--- src/rtl/enr_pkg.sv ---
// enr_pkg: shared constants, codes and types for the event notification ring.
// Used by every module of the block; depends on nothing.
package enr_pkg;

    localparam int RING_DEPTH = 2048;
    localparam int PORT_WORDS = 32;
    localparam int SLOT_W     = $clog2(RING_DEPTH);
    localparam int IDX_W      = SLOT_W + 1;
    localparam int CNT_W      = 12;
    localparam int WORD_W     = $clog2(PORT_WORDS);
    localparam int PORT_W     = 10;
    localparam int ENTRY_W    = PORT_W + 1;
    localparam int QUEUE_DEPTH = 2;
    localparam int QIDX_W      = $clog2(QUEUE_DEPTH);

    typedef enum logic [2:0] {
        ACT_UPCALL = 3'd0,
        ACT_ACK    = 3'd1,
        ACT_POP    = 3'd2,
        ACT_RESET  = 3'd3,
        ACT_CLOSE  = 3'd4
    } action_t;

    typedef enum logic [2:0] {
        ST_OK       = 3'd0,
        ST_EMPTY    = 3'd1,
        ST_OVF_ERR  = 3'd2,
        ST_DROPPED  = 3'd3,
        ST_CLOSED   = 3'd4
    } status_t;

    typedef enum logic [1:0] {
        CMD_NONE   = 2'd0,
        CMD_MASK   = 2'd1,
        CMD_UNMASK = 2'd2
    } cmd_t;

    typedef enum logic [1:0] {
        OP_UPCALL,
        OP_ACK,
        OP_POP,
        OP_OTHER
    } op_t;

    // Classified command passed from the front end to the back end.
    typedef struct packed {
        op_t               op;
        logic              rebuild;
        logic              close;
        logic [PORT_W-1:0] port;
        logic              exc;
    } cmd_item_t;

    typedef enum logic [1:0] {
        BE_RUN,
        BE_SCAN_EXC,
        BE_SCAN_NRM,
        BE_POP_WAIT
    } be_state_t;

endpackage

--- src/rtl/enr_front.sv ---
// enr_front: accepts input transfers, classifies them, and queues them for the back end.
// Depends on enr_pkg.
module enr_front (
    input  logic                          aclk,
    input  logic                          aresetn,
    input  logic                          s_valid,
    output logic                          s_ready,
    input  logic [2:0]                    s_action,
    input  logic [enr_pkg::PORT_W-1:0]    s_port,
    input  logic                          s_exception,
    output logic                          q_valid,
    input  logic                          q_ready,
    output enr_pkg::cmd_item_t            q_item
);

    enr_pkg::cmd_item_t                 slot_reg [enr_pkg::QUEUE_DEPTH];
    logic [enr_pkg::QIDX_W-1:0]         wr_ptr_reg, rd_ptr_reg;
    logic [enr_pkg::QIDX_W:0]           fill_reg;
    enr_pkg::cmd_item_t                 item;
    logic                               push, pop;

    always_comb begin
        item.port    = s_port;
        item.exc     = s_exception;
        item.rebuild = (s_action == enr_pkg::ACT_RESET);
        item.close   = (s_action == enr_pkg::ACT_CLOSE);
        case (s_action)
            enr_pkg::ACT_UPCALL: item.op = enr_pkg::OP_UPCALL;
            enr_pkg::ACT_ACK:    item.op = enr_pkg::OP_ACK;
            enr_pkg::ACT_POP:    item.op = enr_pkg::OP_POP;
            default:             item.op = enr_pkg::OP_OTHER;
        endcase
    end

    assign s_ready = (fill_reg != (enr_pkg::QIDX_W+1)'(enr_pkg::QUEUE_DEPTH));
    assign push    = s_valid && s_ready;
    assign q_valid = (fill_reg != '0);
    assign pop     = q_valid && q_ready;
    assign q_item  = slot_reg[rd_ptr_reg];

    always_ff @(posedge aclk) begin
        if (push) slot_reg[wr_ptr_reg] <= item;
        if (!aresetn) begin
            wr_ptr_reg <= '0;
            rd_ptr_reg <= '0;
            fill_reg   <= '0;
        end else begin
            if (push) wr_ptr_reg <= wr_ptr_reg + 1'b1;
            if (pop)  rd_ptr_reg <= rd_ptr_reg + 1'b1;
            fill_reg <= fill_reg + (enr_pkg::QIDX_W+1)'(push) - (enr_pkg::QIDX_W+1)'(pop);
        end
    end

endmodule

--- config.mk ---
export PLATFORM = sky130hd
export DESIGN_NAME = enr_front
export DESIGN_NICKNAME = d
export VERILOG_FILES = /design/src/rtl/enr_pkg.sv /design/src/rtl/enr_front.sv
export SDC_FILE = /design/constraint.sdc
export NUM_CORES = 1
export LEC_CHECK = 0
export BUFFER_PORTS_ARGS = -buffer_cell sky130_fd_sc_hd__buf_2
export CAP_MARGIN = 0
export CELL_PAD_IN_SITES_DETAIL_PLACEMENT = 0
export CELL_PAD_IN_SITES_GLOBAL_PLACEMENT = 2
export CORE_UTILIZATION = 30
export CTS_BUF_LIST = sky130_fd_sc_hd__clkbuf_16
export CTS_CLUSTER_SIZE = 30
export DETAILED_ROUTE_END_ITERATION = 8
export PLACE_DENSITY = 0.7
export SLEW_MARGIN = 20
export SYNTH_ARGS = -nofsm -noshare
export SYNTH_HDL_FRONTEND = slang
export SYNTH_SLANG_ARGS = --single-unit
--- constraint.sdc ---
create_clock -name aclk -period 1.9 [get_ports aclk]
set_input_delay 0.285 -clock aclk [delete_from_list [all_inputs] [get_ports aclk]]
set_output_delay 0.285 -clock aclk [all_outputs]
set_load 0.02 [all_outputs]
# After elaboration in Yosys (flattened, before gate mapping)

Memory sizes are Yosys's and may differ from the RTL's. A register that Yosys moved wholly into a read port is not among the register bits.
Cells that the tools add are included.

Equal/unequal tests: 5
Reduce and logical (&&, ||, !) cells: 4
$add $sub $neg: 4
Multiplexer cells: 5
Shift operators: 0
Divide/modulo/power cells: 0
Multipliers: 0
Magnitude comparators: 0
Bitwise logic cells: 0

Operators with widths:

| cell                                                 | count |
|---|---|
| equality test 3 x 2 -> 1 bit (second input constant) | 2 |
| case mux 2 bit (3 select lines)                      | 1 |
| 2-to-1 mux 1 bit                                     | 4 |
| equality test 3 x 1 -> 1 bit (second input constant) | 1 |
| equality test 3 bit (second input constant)          | 1 |
| zero test 3 bit                                      | 1 |
| adder 1 bit (second input constant)                  | 2 |
| adder 2 x 1 -> 2 bit                                 | 1 |
| logical AND 1 bit                                    | 2 |
| inequality test 2 bit (second input constant)        | 1 |
| nonzero test 2 bit                                   | 1 |
| subtractor 2 x 1 -> 2 bit                            | 1 |

Register bits after elaboration: 4
Logic and storage cells: 22
Memory bits (writable): 30
Bits of input ports: 18
Output and inout port bits: 17
Bits in latches: 0
Memories: 1
Memory bits (read-only): 0

Memories:

| name     | depth | bits a word | read ports | clocked after Yosys merged registers in | write ports | line            | text |
|---|---|---|---|---|---|---|---|
| slot_reg | 2     | 15          | 1          | 1                                       | 1           | enr_front.sv:16 | `enr_pkg::cmd_item_t slot_reg [enr_pkg::QUEUE_DEPTH];` |

# Longest topological paths before layout

Word-level depth: 4
Depth in mapped cells: 6
Gate-level depth less buffers: 6

# Least setup slack after synthesis

No wires, ideal clock.

Path type: reg2reg
Start point: reg fill_reg[0] (netlist bit)
End point: mem slot_reg[1][0] (netlist bit), enable pin
Clock period less this slack: 1,576 ps
Data required time: 1,528 ps
Cell stages (with the launch flop): 3
Path buffers: 0
Data arrival time: 1,204 ps
Path slack: 324 ps
Library setup time: 372 ps
Cell sequence: dfxtp_1 nand2b_1 and3_1

Cells in the longest elaborated chain, start to end: 4

RTL lines:

| element                                | line            | text |
|---|---|---|
| start, declared                        | enr_front.sv:18 | `logic [enr_pkg::QIDX_W:0] fill_reg;` |
| start signal, assigned                 | enr_front.sv:50 | `fill_reg <= fill_reg + (enr_pkg::QIDX_W+1)'(push) - (enr_pkg::QIDX_W+1)'(pop);` |
| inequality test 2 bit                  | enr_front.sv:35 | `assign s_ready = (fill_reg != (enr_pkg::QIDX_W+1)'(enr_pkg::QUEUE_DEPTH));` |
| via s_ready                            | enr_front.sv:7  | `output logic s_ready,` |
| logical AND 1 bit                      | enr_front.sv:36 | `assign push = s_valid && s_ready;` |
| 2-to-1 mux 1 bit                       | enr_front.sv:42 | `if (push) slot_reg[wr_ptr_reg] <= item;` |
| 2-to-1 mux 1 bit (not written as such) | enr_front.sv:42 |  |
| end, declared                          | enr_front.sv:16 |  |

The timed path passes the listed nets, and every way through them passes these cells.

==> results.cfg <==
[placed_design]
port_buffers = 34
place_inst = 168
hpwlAfterDp_um = 1650
routabilityCongestion = 0.655
placed_cell_area_sq_mm = 0.00163

[detailed_routing]
top_layer_used = met4
drtIter0Drc = 30
wl_met1_um = 1030
wl_met2_um = 1100
drc = 0
wire_per_inst_um = 13.0
vias_per_cell = 4.50
dr_total_vias = 792
drtPass1Iterations = 3
drt-total-wl_um = 2280
dr_wl_met3_um = 129
antenna_left = 0

[timing]
hold_violations = 0
slew_violations = 0
min_period_ns = 1.67
fin_setup_tns_ns = 0
fin_skew_ns = 0.00241
rsz0062_at_grt = false
post-route-period-util_pct = 88.1
tightest_slew_ns = 0.258
fmax_mhz = 597
finalSetupViolCount = 0
slew_headroom_pct = 82.8

[clock_tree]
clock-sinks = 35
root_buffer = clkbuf_16
postCtsHoldBufs = 0
clk_path_buf_depth = 2
cts_tree = built
ctsResizeCount = 0
cts.clk_slew.worst_paths_ns = 0.05
clk_latency_ns = 0.27
cts_buffers = 5
post-cts-setup-buffers = 0
htree_num_levels = 2

[critical_path]
critPathTopFamily = flip-flops
path_class = reg -> out
crit_path_max_incr_delay_ns = 0.41
path_buf_inv = 2
worstPathRequired_ns = 1.62
start_kind = flop
arrival_ns = 1.39
slowest_stage = dfxtp_1
r2r-start = fill_reg[0]
endpoint_kind = primary output
r2r-end = slot_reg[1][2]
rrSetupSlack_ns = 0.54
worstPathMaxFanout = 8
path_cells = buf_4 -> mux2_2 -> buf_2
ff2ff_path_depth = 3

[yosys]
netlist_area_sq_mm = 0.00138
ys_seq_area_share_pct = 72.7
yosysTopAreaCellShare_pct = 65.4
ys_seq_elements = 35
netlist_top_cells_count = 30 x edfxtp_1, 15 x mux2_2, 5 x dfxtp_1
avgSynthCellArea_sq_um = 17.2
yosys-top-cells-area = edfxtp_1 65%, mux2_2 12%, dfxtp_1 7.3%
synth_fp_nets = 99
ys_warn_count = 0
synth_edf_count = 30
netlist_instances = 80
async_flop_share_pct = 0
yosysMostFrequentCell = edfxtp_1
synth_top_flop_cell = edfxtp_1
yosys.area.top_type = edfxtp_1
synth_cell_types = 26

[grt]
grt_pass1_wl_um = 3680
antenna_found_initial = 0
grt.total_usage_pct = 10.0
grt_pass1_vias = 791
gr-total-overflow = 0
grt_max_degree = 16

[layout]
seq_area_sq_mm = 0.00100
num_antenna_cells = 0
nFillCells = 429
largest_reg_flops = 30
fin_nets = 142
area_growth_pct = 28.1
finalNonFillerCells = 176
layout-drive-gt1-share_pct = 50.0
final_cell_area_sq_mm = 0.00176
multi_input_area_sq_um = 357

[power_and_ir_drop]
peakVddDrop_uv = 448
power.total_mw = 2.25
powerDensity_mw_per_mm2 = 1280
power_leakage_nw = 0.698

[floorplan]
die_area_sq_mm = 0.00487
core_sq_mm = 0.00438
die_w_um = 69.8
core.rowCount = 24
start_util_pct = 31.4
ios = 35
die_h_um = 69.8

[worst_hold_path]
hold_path_end = slot_reg[1][9]
hold_class = in -> reg
min_path_cells = 1
min_from = s_port[8]

[job]
max_cap_violations = 0

[outcome]
status = finished clean
[metal layers]
metal | vias up | GRT usage (%)
li1 | 388 | -
met2 | 25 | 16.0
met1 | 375 | 12.0
met4 | 0 | 4.67
met5 | - | 0
met3 | 4 | 3.63
[per-stage QoR]
stage	setup slack, ns	util, %	hold slack (ns)
floorplan	0.324	-	0.384
global placement	0.519	37.1	0.473
detailed placement	0.477	37.1	0.477
CTS	0.193	40.2	0.200
global route	0.154	40.2	0.197
finish	0.226	40.2	0.203
[cell families after synthesis]
logic type | count (synthesis) | share of synthesized area, %
buf+inv | 3 | 1.45
xor+xnor | 1 | 0.636
compound gates | 7 | 3.91
mux | 16 | 13.0
fa+ha+maj | 1 | 0.908
simple gates | 17 | 7.45
flops | 35 | 72.7
[worst max path at each step]
stage | slack [ns] | depth (start not counted) | to | from
after floorplan | 0.32 | 2 | slot_reg[1][0] | fill_reg[0]
after detailed placement | 0.48 | 3 | q_item[0] | flop
final | 0.23 | 3 | q_item[0] | flop
after CTS | 0.19 | 3 | q_item[0] | flop
after global routing | 0.15 | 3 | q_item[4] | flop
after global placement | 0.52 | 3 | q_item[0] | flop
[where the power goes]
part | internal, mW | total [mW] | leakage (nW) | switching (mW)
Sequential | 0.939 | 0.988 | 0.321 | 0.0486
Clock | 0.472 | 0.733 | 0.0762 | 0.261
Combinational | 0.242 | 0.532 | 0.301 | 0.290
Total | 1.65 | 2.25 | 0.698 | 0.599
[placed cells by master (no fill, tap or decap), drive strengths merged, types with 2 or more instances in the layout]
master	synthesis	final
edfxtp	30	30
dfxtp	5	5
inv	1	3
buf	2	38
or2	3	3
and2	3	3
a21bo	2	2
clkbuf	0	5
nor2	2	2
o21ai	2	2
mux2	15	15
nand2b	2	2
[final cells by class]
class | count | area share, %
flip-flops and latches | 35 | 56.7
multi-input cells | 42 | 20.2
repair buffers | 38 | 11.3
clock buffers | 5 | 7.09
well taps | 52 | 3.69
clock inverters | 3 | 0.709
inverters | 1 | 0.213
(Power assumes the default switching activity.)
